**src/ppm_pkg.sv**
```systemverilog
// Shared constants and types for the PPM frame generator.
`timescale 1ns / 1ps

package ppm_pkg;

    // Channel and timing geometry
    localparam int MAX_CH     = 8;
    localparam int CH_BITS    = (MAX_CH > 1) ? $clog2(MAX_CH) : 1;
    localparam int SLOT_BITS  = 4;
    localparam int TIME_BITS  = 16;
    localparam int SUM_BITS   = TIME_BITS + CH_BITS;
    localparam int ADDR_BITS  = CH_BITS + 1;
    localparam int MEM_DEPTH  = 2 * MAX_CH;

    // Field widths of the register and item ports
    localparam int GAP_BITS   = 10;
    localparam int FL_BITS    = 16;
    localparam int CNT_BITS   = 4;
    localparam int CIDX_BITS  = 2;
    localparam int CDATA_BITS = 16;
    localparam int WIDTH_BITS = 16;
    localparam int INDEX_BITS = 3;

    // Reset values and codes
    localparam logic [GAP_BITS-1:0]   RESET_GAP   = GAP_BITS'(300);
    localparam logic [FL_BITS-1:0]    RESET_FL    = FL_BITS'(20000);
    localparam logic [CNT_BITS-1:0]   RESET_CNT   = CNT_BITS'(6);
    localparam logic [TIME_BITS-1:0]  RESET_WIDTH = TIME_BITS'(1000);
    localparam logic [TIME_BITS-1:0]  TIME_MAX    = {TIME_BITS{1'b1}};
    localparam logic [SLOT_BITS-1:0]  SYNC_CODE   = SLOT_BITS'(MAX_CH);

    typedef logic [TIME_BITS-1:0] time_t;
    typedef logic [SUM_BITS-1:0]  sum_t;
    typedef logic [SLOT_BITS-1:0] slot_t;

    typedef enum logic {
        CMD_TICK  = 1'b0,
        CMD_WRITE = 1'b1
    } cmd_t;

    typedef enum logic [CIDX_BITS-1:0] {
        CFG_GAP       = 2'd0,
        CFG_FRAME_LEN = 2'd1,
        CFG_CHAN_CNT  = 2'd2
    } cfg_idx_t;

endpackage

```
**src/ppm_frame_generator_core.sv**
```systemverilog
// PPM frame generator: tick-driven slot sequencer over a banked width memory.
`timescale 1ns / 1ps

// Usage
//   Input channel (in_valid / in_stall): each transaction is either a one
//   microsecond tick (cmd = tick) or a pending width write (cmd = write).
//   Output channel (out_valid / out_stall): exactly one result transaction
//   per input transaction, in order: pin level, current slot, frame start.
//   Config channel (cfg_valid / cfg_ready): cfg_ready is always high; write
//   gap, frame length or channel count while no transaction is in flight.
//   Output: a result is registered and presented in the cycle after its input
//   is accepted. Throughput: one input transaction per cycle unless the
//   output stalls. The slot width for the next tick is prefetched from the
//   width memory at every edge, so the registered read never stalls the tick
//   path; a write's effect on the frame sum is delayed and forwarded.
//   Stall: while the output register holds an untaken result and out_stall
//   is high, in_stall is high; otherwise a new input is taken every cycle.
//   Reset: all widths read as 1000 (per-entry valid bits, no clearing pass),
//   registers return to gap 300, frame 20000, 6 channels; the first tick
//   starts a frame.
module ppm_frame_generator_core (
    input  logic                              clk,
    input  logic                              rst_n,
    // input item channel
    input  logic                              in_valid,
    output logic                              in_stall,
    input  logic                              cmd,
    input  logic [ppm_pkg::INDEX_BITS-1:0]    channel_index,
    input  logic [ppm_pkg::WIDTH_BITS-1:0]    width_us,
    // result channel
    output logic                              out_valid,
    input  logic                              out_stall,
    output logic                              pin_level,
    output logic [ppm_pkg::SLOT_BITS-1:0]     slot_now,
    output logic                              frame_start,
    // config write channel
    input  logic                              cfg_valid,
    output logic                              cfg_ready,
    input  logic [ppm_pkg::CIDX_BITS-1:0]     cfg_index,
    input  logic [ppm_pkg::CDATA_BITS-1:0]    cfg_data
);

    // Width memory: entry {bank, channel}; no reset on the array
    ppm_pkg::time_t mem [ppm_pkg::MEM_DEPTH];

    // Config registers
    logic [ppm_pkg::GAP_BITS-1:0] gap_reg;
    logic [ppm_pkg::FL_BITS-1:0]  fl_reg;
    logic [ppm_pkg::CNT_BITS-1:0] cnt_reg;

    // Slot sequencer state
    ppm_pkg::slot_t slot_reg, slot_next;
    logic           marker_reg, marker_next;
    ppm_pkg::time_t pc_reg, pc_next;
    logic           pin_reg, pin_next;

    // Bank pointers: latest pending and active bank per channel
    logic [ppm_pkg::MAX_CH-1:0]    lat_reg, lat_next;
    logic [ppm_pkg::MAX_CH-1:0]    act_reg, act_next;
    logic [ppm_pkg::MEM_DEPTH-1:0] vld_reg;

    // Prefix sums of pending and active widths (entry k = channels below k)
    ppm_pkg::sum_t pend_pre_reg [ppm_pkg::MAX_CH+1];
    ppm_pkg::sum_t pend_pre_next[ppm_pkg::MAX_CH+1];
    ppm_pkg::sum_t act_pre_reg  [ppm_pkg::MAX_CH+1];

    // Prefetched width of the current slot
    ppm_pkg::time_t mem_rd_reg;
    ppm_pkg::time_t fwd_data_reg;
    logic           fwd_reg;
    logic           rdv_reg;

    // In-flight width write, held here until it is applied to the pending sums
    logic                            dl_pend_reg;
    logic [ppm_pkg::CH_BITS-1:0]     dl_ch_reg;
    ppm_pkg::time_t                  dl_new_reg;
    ppm_pkg::time_t                  old_rd_reg;
    logic                            dl_oldv_reg;

    // Output register
    logic           out_valid_reg;
    logic           out_pin_reg;
    ppm_pkg::slot_t out_slot_reg;
    logic           out_fs_reg;

    // Combinational helpers
    logic                           in_acc, tick_acc, wr_acc, cfg_acc;
    logic [ppm_pkg::CH_BITS-1:0]    wr_ch;
    logic [ppm_pkg::ADDR_BITS-1:0]  wr_addr, old_addr, rd_addr;
    logic                           fs_next;
    ppm_pkg::slot_t                 chan_n;
    logic                           in_sync;
    logic                           fs_now;
    ppm_pkg::time_t                 cur_w;
    ppm_pkg::time_t                 gap_ext;
    ppm_pkg::time_t                 mark_len;
    ppm_pkg::time_t                 chan_low;
    ppm_pkg::time_t                 sync_low;
    ppm_pkg::time_t                 low_len;
    logic [ppm_pkg::SUM_BITS:0]     sync_sum;
    logic [ppm_pkg::SUM_BITS:0]     fl_ext;
    ppm_pkg::time_t                 pc_inc;
    ppm_pkg::slot_t                 slot_adv;
    ppm_pkg::time_t                 dl_old;
    ppm_pkg::sum_t                  delta;
    ppm_pkg::slot_t                 code_now;

    // Handshakes
    assign in_stall  = out_valid_reg && out_stall;
    assign in_acc    = in_valid && !in_stall;
    assign tick_acc  = in_acc && (ppm_pkg::cmd_t'(cmd) == ppm_pkg::CMD_TICK);
    assign wr_acc    = in_acc && (ppm_pkg::cmd_t'(cmd) == ppm_pkg::CMD_WRITE);
    assign cfg_ready = 1'b1;
    assign cfg_acc   = cfg_valid && cfg_ready;

    // Slot decode and phase lengths
    always_comb
    begin
        if (cnt_reg > ppm_pkg::CNT_BITS'(ppm_pkg::MAX_CH))
            chan_n = ppm_pkg::slot_t'(ppm_pkg::MAX_CH);
        else
            chan_n = ppm_pkg::slot_t'(cnt_reg);
        in_sync  = slot_reg >= chan_n;
        code_now = in_sync ? ppm_pkg::SYNC_CODE : slot_reg;
        fs_now   = (slot_reg == '0) && marker_reg && (pc_reg == '0);

        cur_w    = fwd_reg ? fwd_data_reg
                           : (rdv_reg ? mem_rd_reg : ppm_pkg::RESET_WIDTH);
        gap_ext  = ppm_pkg::time_t'(gap_reg);
        mark_len = (gap_reg == '0) ? ppm_pkg::time_t'(1) : gap_ext;
        chan_low = (cur_w > gap_ext) ? (cur_w - gap_ext) : '0;

        sync_sum = {1'b0, act_pre_reg[chan_n]} + (ppm_pkg::SUM_BITS+1)'(gap_reg);
        fl_ext   = (ppm_pkg::SUM_BITS+1)'(fl_reg);
        sync_low = (fl_ext > sync_sum) ? ppm_pkg::time_t'(fl_ext - sync_sum) : '0;
        low_len  = in_sync ? sync_low : chan_low;

        pc_inc   = (pc_reg == ppm_pkg::TIME_MAX) ? pc_reg : pc_reg + 1'b1;
        slot_adv = in_sync ? '0 : slot_reg + 1'b1;
    end

    // Advance the slot sequencer on a tick
    always_comb
    begin
        slot_next   = slot_reg;
        marker_next = marker_reg;
        pc_next     = pc_reg;
        pin_next    = pin_reg;
        if (tick_acc)
        begin
            pin_next = marker_reg;
            pc_next  = pc_inc;
            if (marker_reg)
            begin
                if (pc_inc >= mark_len)
                begin
                    marker_next = 1'b0;
                    pc_next     = '0;
                    if (low_len == '0)
                    begin
                        slot_next   = slot_adv;
                        marker_next = 1'b1;
                    end
                end
            end
            else if (pc_inc >= low_len)
            begin
                slot_next   = slot_adv;
                marker_next = 1'b1;
                pc_next     = '0;
            end
        end
    end

    // Bank bookkeeping: writes go to the bank that is not active
    always_comb
    begin
        wr_ch    = channel_index[ppm_pkg::CH_BITS-1:0];
        wr_addr  = {~act_reg[wr_ch], wr_ch};
        old_addr = {lat_reg[wr_ch], wr_ch};
        lat_next = lat_reg;
        act_next = act_reg;
        if (wr_acc)
            lat_next[wr_ch] = ~act_reg[wr_ch];
        if (tick_acc && fs_now)
            act_next = lat_reg;
    end

    // Prefetch address: pending bank when the next tick starts a frame
    always_comb
    begin
        fs_next = (slot_next == '0) && marker_next && (pc_next == '0);
        rd_addr = {fs_next ? lat_next[slot_next[ppm_pkg::CH_BITS-1:0]]
                           : act_next[slot_next[ppm_pkg::CH_BITS-1:0]],
                   slot_next[ppm_pkg::CH_BITS-1:0]};
    end

    // Apply the in-flight write to the pending prefix sums
    always_comb
    begin
        dl_old = dl_oldv_reg ? old_rd_reg : ppm_pkg::RESET_WIDTH;
        delta  = ppm_pkg::sum_t'(dl_new_reg) - ppm_pkg::sum_t'(dl_old);
        for (int k = 0; k <= ppm_pkg::MAX_CH; k++)
        begin
            if (dl_pend_reg && (int'(dl_ch_reg) < k))
                pend_pre_next[k] = pend_pre_reg[k] + delta;
            else
                pend_pre_next[k] = pend_pre_reg[k];
        end
    end

    // Width memory: one write port, two registered read ports
    always_ff @(posedge clk)
    begin
        if (wr_acc)
            mem[wr_addr] <= width_us;
        mem_rd_reg   <= mem[rd_addr];
        old_rd_reg   <= mem[old_addr];
        fwd_data_reg <= width_us;
        dl_ch_reg    <= wr_ch;
        dl_new_reg   <= width_us;
    end

    // Control state
    always_ff @(posedge clk or negedge rst_n)
    begin
        if (!rst_n)
        begin
            gap_reg       <= ppm_pkg::RESET_GAP;
            fl_reg        <= ppm_pkg::RESET_FL;
            cnt_reg       <= ppm_pkg::RESET_CNT;
            slot_reg      <= '0;
            marker_reg    <= 1'b1;
            pc_reg        <= '0;
            pin_reg       <= 1'b0;
            lat_reg       <= '0;
            act_reg       <= '0;
            vld_reg       <= '0;
            fwd_reg       <= 1'b0;
            rdv_reg       <= 1'b0;
            dl_pend_reg   <= 1'b0;
            dl_oldv_reg   <= 1'b0;
            out_valid_reg <= 1'b0;
            for (int k = 0; k <= ppm_pkg::MAX_CH; k++)
            begin
                pend_pre_reg[k] <= ppm_pkg::sum_t'(k * int'(ppm_pkg::RESET_WIDTH));
                act_pre_reg[k]  <= ppm_pkg::sum_t'(k * int'(ppm_pkg::RESET_WIDTH));
            end
        end
        else
        begin
            // config writes
            if (cfg_acc)
            begin
                unique case (ppm_pkg::cfg_idx_t'(cfg_index))
                    ppm_pkg::CFG_GAP:       gap_reg <= cfg_data[ppm_pkg::GAP_BITS-1:0];
                    ppm_pkg::CFG_FRAME_LEN: fl_reg  <= cfg_data[ppm_pkg::FL_BITS-1:0];
                    ppm_pkg::CFG_CHAN_CNT:  cnt_reg <= cfg_data[ppm_pkg::CNT_BITS-1:0];
                    default: ;
                endcase
            end

            slot_reg   <= slot_next;
            marker_reg <= marker_next;
            pc_reg     <= pc_next;
            pin_reg    <= pin_next;
            lat_reg    <= lat_next;
            act_reg    <= act_next;
            if (wr_acc)
                vld_reg[wr_addr] <= 1'b1;

            // prefetch: forward a same-edge write into the read register
            fwd_reg <= wr_acc && (wr_addr == rd_addr);
            rdv_reg <= vld_reg[rd_addr];

            // track the write whose sum update lands next cycle
            dl_pend_reg <= wr_acc;
            dl_oldv_reg <= vld_reg[old_addr];

            pend_pre_reg <= pend_pre_next;
            if (tick_acc && fs_now)
                act_pre_reg <= pend_pre_next;

            // output register
            if (in_acc)
                out_valid_reg <= 1'b1;
            else if (!out_stall)
                out_valid_reg <= 1'b0;
        end
    end

    // Result payload
    always_ff @(posedge clk)
    begin
        if (in_acc)
        begin
            out_pin_reg  <= wr_acc ? pin_reg : marker_reg;
            out_slot_reg <= code_now;
            out_fs_reg   <= tick_acc && fs_now;
        end
    end

    assign out_valid   = out_valid_reg;
    assign pin_level   = out_pin_reg;
    assign slot_now    = out_slot_reg;
    assign frame_start = out_fs_reg;

    // Checks
    a_slot_range: assert property (@(posedge clk) disable iff (!rst_n)
        slot_reg <= ppm_pkg::slot_t'(ppm_pkg::MAX_CH))
        else $error("slot index beyond sync slot");

    a_fs_pin_high: assert property (@(posedge clk) disable iff (!rst_n)
        out_valid && frame_start |-> pin_level)
        else $error("frame start without marker level");

    a_fs_slot: assert property (@(posedge clk) disable iff (!rst_n)
        out_valid && frame_start |-> (slot_now == '0) || (slot_now == ppm_pkg::SYNC_CODE))
        else $error("frame start outside first slot");

    a_result_follows: assert property (@(posedge clk) disable iff (!rst_n)
        in_acc |=> out_valid_reg)
        else $error("accepted transaction produced no result");

    a_prefix_zero: assert property (@(posedge clk) disable iff (!rst_n)
        act_pre_reg[0] == '0 && pend_pre_reg[0] == '0)
        else $error("empty prefix sum is not zero");

endmodule
```
**config.mk**
```make
export PLATFORM = sky130hd
export DESIGN_NAME = ppm_frame_generator_core
export DESIGN_NICKNAME = d
export VERILOG_FILES = /design/src/ppm_pkg.sv /design/src/ppm_frame_generator_core.sv
export SDC_FILE = /design/constraint.sdc
export NUM_CORES = 2
export LEC_CHECK = 0
export BUFFER_PORTS_ARGS = -buffer_cell sky130_fd_sc_hd__buf_2
export CAP_MARGIN = 20
export CORE_ASPECT_RATIO = 2
export CORE_MARGIN = 2
export CORE_UTILIZATION = 50
export DETAILED_ROUTE_END_ITERATION = 6
export GPL_TIMING_DRIVEN = 0
export PLACE_DENSITY = 0.76
export REMOVE_ABC_BUFFERS = 1
export SLEW_MARGIN = 40
export SYNTH_ARGS = -nofsm -noshare
export SYNTH_HDL_FRONTEND = slang
export SYNTH_SLANG_ARGS = --single-unit
```
**constraint.sdc**
```tcl
create_clock -name clk -period 20.4 [get_ports clk]
set_input_delay 0 -clock clk [delete_from_list [all_inputs] [get_ports clk]]
set_output_delay 0 -clock clk [all_outputs]
set_load 0.005 [all_outputs]
```
# Word-level counts from Yosys, hierarchy flattened
# Memories as Yosys holds them, arrays and structs flattened. A register that Yosys moved wholly into a read port is not among the register bits.
# Index checks and enable logic that the tools add are counted.
[word_totals] out_inout_bits=9 input_bits=43 memories=1 mem_bits_ro=0 wordCells=171 register_bits=418 ram_bits=256 latchBits=0
[classes] eq_ne=5 n_addsub=14 muxes=60 n_bitwise=4 reduce_logical=30 mul=0 div_mod_pow=0 shift=0 order_cmp=21
[memory_table] name="mem" depth=16 word_bits=16 read_ports=2 rd_ports_with_merged_regs=2 wr=1 line="ppm_frame_generator_core.sv:44" rtl="ppm_pkg::time_t mem [ppm_pkg::MEM_DEPTH];"
[ops] operator="$mux 19" n=10
[ops] operator="$mux 16" n=11
[ops] operator="$add 19x19->19" n=8
[ops] operator="$bmux 19 s4" n=1
[ops] operator="$logic_not 16->1" n=3
[ops] operator="$mux 4" n=7
[ops] operator="$add 19x10->20" n=1
[ops] operator="$gt 16x20->1" n=1
[ops] operator="$logic_and 1x1->1" n=19
[ops] operator="$mux 1" n=19
[ops] operator="$sub 16x16->17" n=1
[ops] operator="$add 16x1->16 const B" n=1
[ops] operator="$eq 16x16->1 const B" n=1
[ops] operator="$ge 16x10->1" n=1
[ops] operator="$ge 16x16->1" n=1
[ops] operator="$gt 16x10->1" n=1
[ops] operator="$mux 8" n=2
[ops] operator="$or 16x16->16" n=1
[ops] operator="$sub 16x10->16" n=1
[ops] operator="$sub 16x16->16" n=1
[ops] operator="$lt 4x5->1 const B" n=3
[ops] operator="$bmux 1 s3" n=4
[ops] operator="$lt 3x3->1 const B" n=4
[ops] operator="$logic_not 10->1" n=1
[ops] operator="24 further kinds" n=31

# Depth between registers and ports, before layout
[depth] depth_word=21 mapped_depth=45 ltp_nobuf=37

# Least setup slack after synthesis
# No wires, ideal clock.
[synth_path] path_type="flip-flop to flip-flop" start="register cnt_reg[0] (netlist bit)" end="register fwd_reg" n_path_buf=7 slack_ns=11.323 period_less_slack_ns=9.077 arrival_time_ns=8.965 setup_time_ns=0.111 path_stages_with_launch=42 required_time_ns=20.289 cell_sequence="dfrtp_1 -> buf_2 -> buf_2 -> buf_2 -> buf_1 -> clkbuf_1 -> inv_1 -> a221oi_1 -> a21oi_1 -> nor2_1 -> a21oi_1 -> ha_1 -> a21oi_1 -> o211ai_1 -> a31o_2 -> a31o_2 -> nand2_1 -> xor2_1 -> [6 not listed] -> nor3_1 -> and4_1 -> clkbuf_1 -> clkbuf_1 -> a22oi_1 -> ha_1 -> o21ai_0 -> a2111oi_0 -> o31ai_1 -> a21o_1 -> nor3_1 -> nor3_1 -> a21oi_2 -> mux2_2 -> a2111oi_4 -> nor3_1 -> nand4b_1 -> a2111oi_2"
[synth_via] elab_chain_cells=21 elab_cells_between_ends=39 cone_classes="add/sub (2); order compare (4); eq/ne (1); mux (25); bitwise (1); reduce/logical (6)"
[synth_lines] item="start: declaration" line="ppm_frame_generator_core.sv:49" rtl="logic [ppm_pkg::CNT_BITS-1:0] cnt_reg;"
[synth_lines] item="start signal: assignment" line="ppm_frame_generator_core.sv:231" rtl="cnt_reg <= ppm_pkg::RESET_CNT;"
[synth_lines] item="start signal: assignment" line="ppm_frame_generator_core.sv:258" rtl="ppm_pkg::CFG_CHAN_CNT: cnt_reg <= cfg_data[ppm_pkg::CNT_BITS-1:0];"
[synth_lines] item="$gt 4x4->1" line="ppm_frame_generator_core.sv:119" rtl="if (cnt_reg > ppm_pkg::CNT_BITS'(ppm_pkg::MAX_CH))"
[synth_lines] item="$mux 4 *" line="ppm_frame_generator_core.sv:119"
[synth_lines] item="parallel branches: the longest is 17 deep, another holds $add 19x10->20"
[synth_lines] item="$eq 4x4->1 *" line="ppm_frame_generator_core.sv:273" rtl="fwd_reg <= wr_acc && (wr_addr == rd_addr);"
[synth_lines] item="$logic_and 1x1->1 *" line="ppm_frame_generator_core.sv:273"
[synth_lines] item="end signal: assignment" line="ppm_frame_generator_core.sv:273"
[synth_lines] item="end: declaration" line="ppm_frame_generator_core.sv:70" rtl="logic fwd_reg;"
# Mark *: on every way between the ends. The select of a mux whose other input is x is not followed.
# A chain may end at the register's enable or synchronous reset.

# Worst setup path after layout
[layout_path] start="register cnt_reg[1] (netlist bit)" end="register mem_rd_reg[3], read port of mem"
[layout_via] elab_chain_cells=19 elab_cells_between_ends=37 cone_classes="add/sub (2); order compare (4); mux (25); bitwise (1); reduce/logical (5)"
[layout_lines] item="$gt 4x4->1" line="ppm_frame_generator_core.sv:119"
[layout_lines] item="$mux 4 *" line="ppm_frame_generator_core.sv:119"
[layout_lines] item="parallel branches: the longest is 17 deep, another holds $add 19x10->20"
[layout_lines] item="end: declaration" line="ppm_frame_generator_core.sv:68" rtl="ppm_pkg::time_t mem_rd_reg;"
# Marked as above.

==> results.sh <==
export IMPL_status="finished clean"
export IMPL_hold_class="in2async"
export IMPL_arrival_ns=13.06
export IMPL_seq_area_frac_synth=0.473
export IMPL_fill_cells=6470
export IMPL_use_met3=0.0283
export IMPL_cell_internal_pwr_mw=3.90
export IMPL_ant_nets=0
export IMPL_synthesis_area_mm2=0.0399
export IMPL_p_per_area_mw_per_mm2=146
export IMPL_die_x_um=204
export IMPL_start_util=0.504
export IMPL_seqPwrFrac=0.288
export IMPL_crit_required_ns=20.94
export IMPL_p_switching_mw=2.67
export IMPL_nNetsFinal=4148
export IMPL_detail_route_wl_per_cell_um=21.6
export IMPL_fin_crit_ns=12.52
export IMPL_crit_path_max_fanout=81
export IMPL_grt_max_degree=82
export IMPL_grtUsageMet1=0.273
export IMPL_endpoint_kind="flip-flop"
export IMPL_startpoint_type="flip-flop"
export IMPL_first_global_vias=30500
export IMPL_rows=146
export IMPL_vias=29900
export IMPL_yosys_area_top_type="edfxtp_1"
export IMPL_synth_common_cells="783 x nand2_1, 281 x dfrtp_1, 262 x edfxtp_1"
export IMPL_p_total_mw=6.57
export IMPL_critPathSlowestCell="dfstp_2"
export IMPL_cts_tree="built"
export IMPL_drcViolationCount=0
export IMPL_period_share=0.614
export IMPL_grt_pass1_wl_mm=166
export IMPL_swShare=0.407
export IMPL_grt_total_usage=0.261
export IMPL_placed_cell_area_mm2=0.0423
export IMPL_die_area_mm2=0.0822
export IMPL_core_area_mm2=0.0791
export IMPL_synthAdderAreaFrac=0.0785
export IMPL_synth_cells=3762
export IMPL_root_buffer="clkbuf_16"
export IMPL_vias_per_cell=6.04
export IMPL_ys_types=84
export IMPL_ys_warnings_count=0
export IMPL_crit_type="reg2reg"
export IMPL_io_pins=52
export IMPL_largest_register_ff_count=256
export IMPL_p_clk_frac=0.188
export IMPL_dp_hpwl_mm=78.0
export IMPL_cap_violations=0
export IMPL_firstDrtPassIters=6
export IMPL_yosys_top_cells_area="edfxtp_1 20%, dfrtp_1 18%, dfstp_2 7.4%, nand2_1 7.4%, ha_1 7.2%"
export IMPL_peakVddDrop_mv=0.0913
export IMPL_die_h_um=404
export IMPL_cts_buffers=61
export IMPL_yosysMostFrequentCell="nand2_1"
export IMPL_cts_resized=0
export IMPL_wl_mm=107
export IMPL_worst_pin_slew_ns=0.881
export IMPL_synth_compound_area_frac=0.121
export IMPL_max_stage_delay_ns=0.87
export IMPL_synth_xor_area_frac=0.0384
export IMPL_synth_edf_count=262
export IMPL_antenna_found_initial=3
export IMPL_post_cts_buffers=0
export IMPL_clock_skew_ns=0.0157
export IMPL_post_route_cell_area_mm2=0.0450
export IMPL_setup_violations_final=0
export IMPL_final_hold_violation_count=0
export IMPL_clk_pin_slew_ns=0.07
export IMPL_synth_ff_latch_count=706
export IMPL_muxShareOfSynthArea=0.118
export IMPL_area_delta_synth_final_pct=12.7
export IMPL_clock_sinks=706
export IMPL_synth_simple_area_share=0.146
export IMPL_drive_gt1_frac=0.180
export IMPL_worstSkewPairLatency_ns=0.65
export IMPL_use_met2=0.475
export IMPL_syn_area_per_cell_um2=10.6
export IMPL_overflow=0
export IMPL_fmax_mhz=79.9
export IMPL_combPwrFrac=0.524
export IMPL_first_iter_violations=1984
export IMPL_slew_viol_final=0
export IMPL_rr_worst_depth=41
export IMPL_synth_top_family_by_area="simple AND/OR/NAND/NOR gates"
export IMPL_clk_path_buf_depth=3
export IMPL_gp_congestion=0.874
export IMPL_rsz0062_at_grt="no"
export IMPL_synth_top_cell_area_share=0.197
export IMPL_synth_main_ff_cell="dfrtp_1"
export IMPL_async_flop_share=0.557
export IMPL_top_usage_layer="met2"
export IMPL_max_slew_margin=0.396
export IMPL_io_buffers=50
export IMPL_power_leakage_nw=19.5
export IMPL_htreeDepth=2
-- per-stage QoR --
| stage | cells | util | setup WS, ns | hold WS [ns] | TNS, ns |
|---|---|---|---|---|---|
| 3_5_place_dp | 4783 | 0.534 | 8.09 | -0.00538 | 0 |
| 6_report | 4952 | 0.568 | 7.88 | 0.0628 | 0 |
| 3_3_place_gp | 4683 | 0.516 | -6.12 | 0.201 | -178.01 |
| 4_1_cts | 4950 | 0.568 | 8.03 | 0.0163 | 0 |
| 5_1_grt | 4951 | 0.568 | 7.12 | 0.0703 | 0 |
| 2_1_floorplan | 3597 | - | 4.24 | -0.296 | 0 |
-- cells in the final DEF (no fill, tap or decap), drive strengths merged, types with 108 or more instances in the layout --
master / count
mux2: 149
xnor2: 108
nor2: 168
buf: 152
dfrtp: 281
nand2: 783
o21ai: 189
dfstp: 112
edfxtp: 262
ha: 231
-- path summary, 6_finish.rpt --
| path | from | slack (ns) | endpoint |
|---|---|---|---|
| max in group asynchronous | rst_n | 19.47 | fl_reg[9] |
| max | cnt_reg[1] | 7.88 | mem_rd_reg[3] |
| min in group clk | cfg_valid | 0.07 | gap_reg[4] |
| max reg2reg | cnt_reg[1] | 7.88 | mem_rd_reg[3] |
| min | rst_n | 0.06 | act_pre_reg[99] |
| min reg2reg | act_pre_reg[81] | 0.45 | act_pre_reg[81] |
-- routing by layer --
| metal | part of all wire | wire length [µm] |
|---|---|---|
| met5 | 0.00031 | 33 |
| met4 | 0.086 | 9210 |
| met1 | 0.34 | 36600 |
| met3 | 0.049 | 5230 |
| met2 | 0.52 | 55800 |
-- worst max-delay path: cells and delay by family, from the launching register on --
kind	cells	cell delay, ns
AOI/OAI and AO/OA	14	4.25
and+or+nand+nor	11	3.15
buffers and inverters	10	2.39
adders and majority gates	3	1.04
DFF	1	0.87
muxes	2	0.39
xor gates and xnor gates	1	0.20
-- cell families (layout without fill, tap and decap cells) --
| family | after synthesis | count (layout) |
|---|---|---|
| simple gates | 1312 | 1312 |
| other cells | 1 | 2 |
| compound gates | 730 | 730 |
| flops | 706 | 706 |
| xor+xnor | 175 | 175 |
| mux | 333 | 333 |
| fa+ha+maj | 243 | 243 |
| buf+inv | 262 | 415 |
-- power by group through the flow --
| stage | Combinational (mW) | Sequential [mW] | Clock, mW |
|---|---|---|---|
| after floorplan | 2.52 | 1.86 | 0 |
| after global placement | 3.18 | 1.91 | 0 |
| after detailed placement | 3.37 | 1.92 | 0 |
| after CTS | 3.41 | 1.89 | 1.25 |
| after global routing | 3.80 | 1.92 | 1.29 |
| final | 3.44 | 1.89 | 1.23 |
-- final cells by class --
class / count / area (µm²) / share of cell area
Clock inverter: 24 / 258 / 0.00573
Clock buffer: 92 / 1880 / 0.0418
Antenna cell: 1 / 2.50 / 0.0000557
Inverter: 97 / 377 / 0.00838
Tap cell: 1036 / 1300 / 0.0288
Sequential cell: 706 / 18900 / 0.420
Timing Repair Buffer: 202 / 1950 / 0.0433
Multi-Input combinational cell: 2794 / 20300 / 0.452
-- what timing repair did --
item,CTS,global route
endpoints found under the hold margin,547,0
hold buffers,51,0
setup endpoints to repair,0,0
Note: power is estimated with default switching activity, not from simulation.
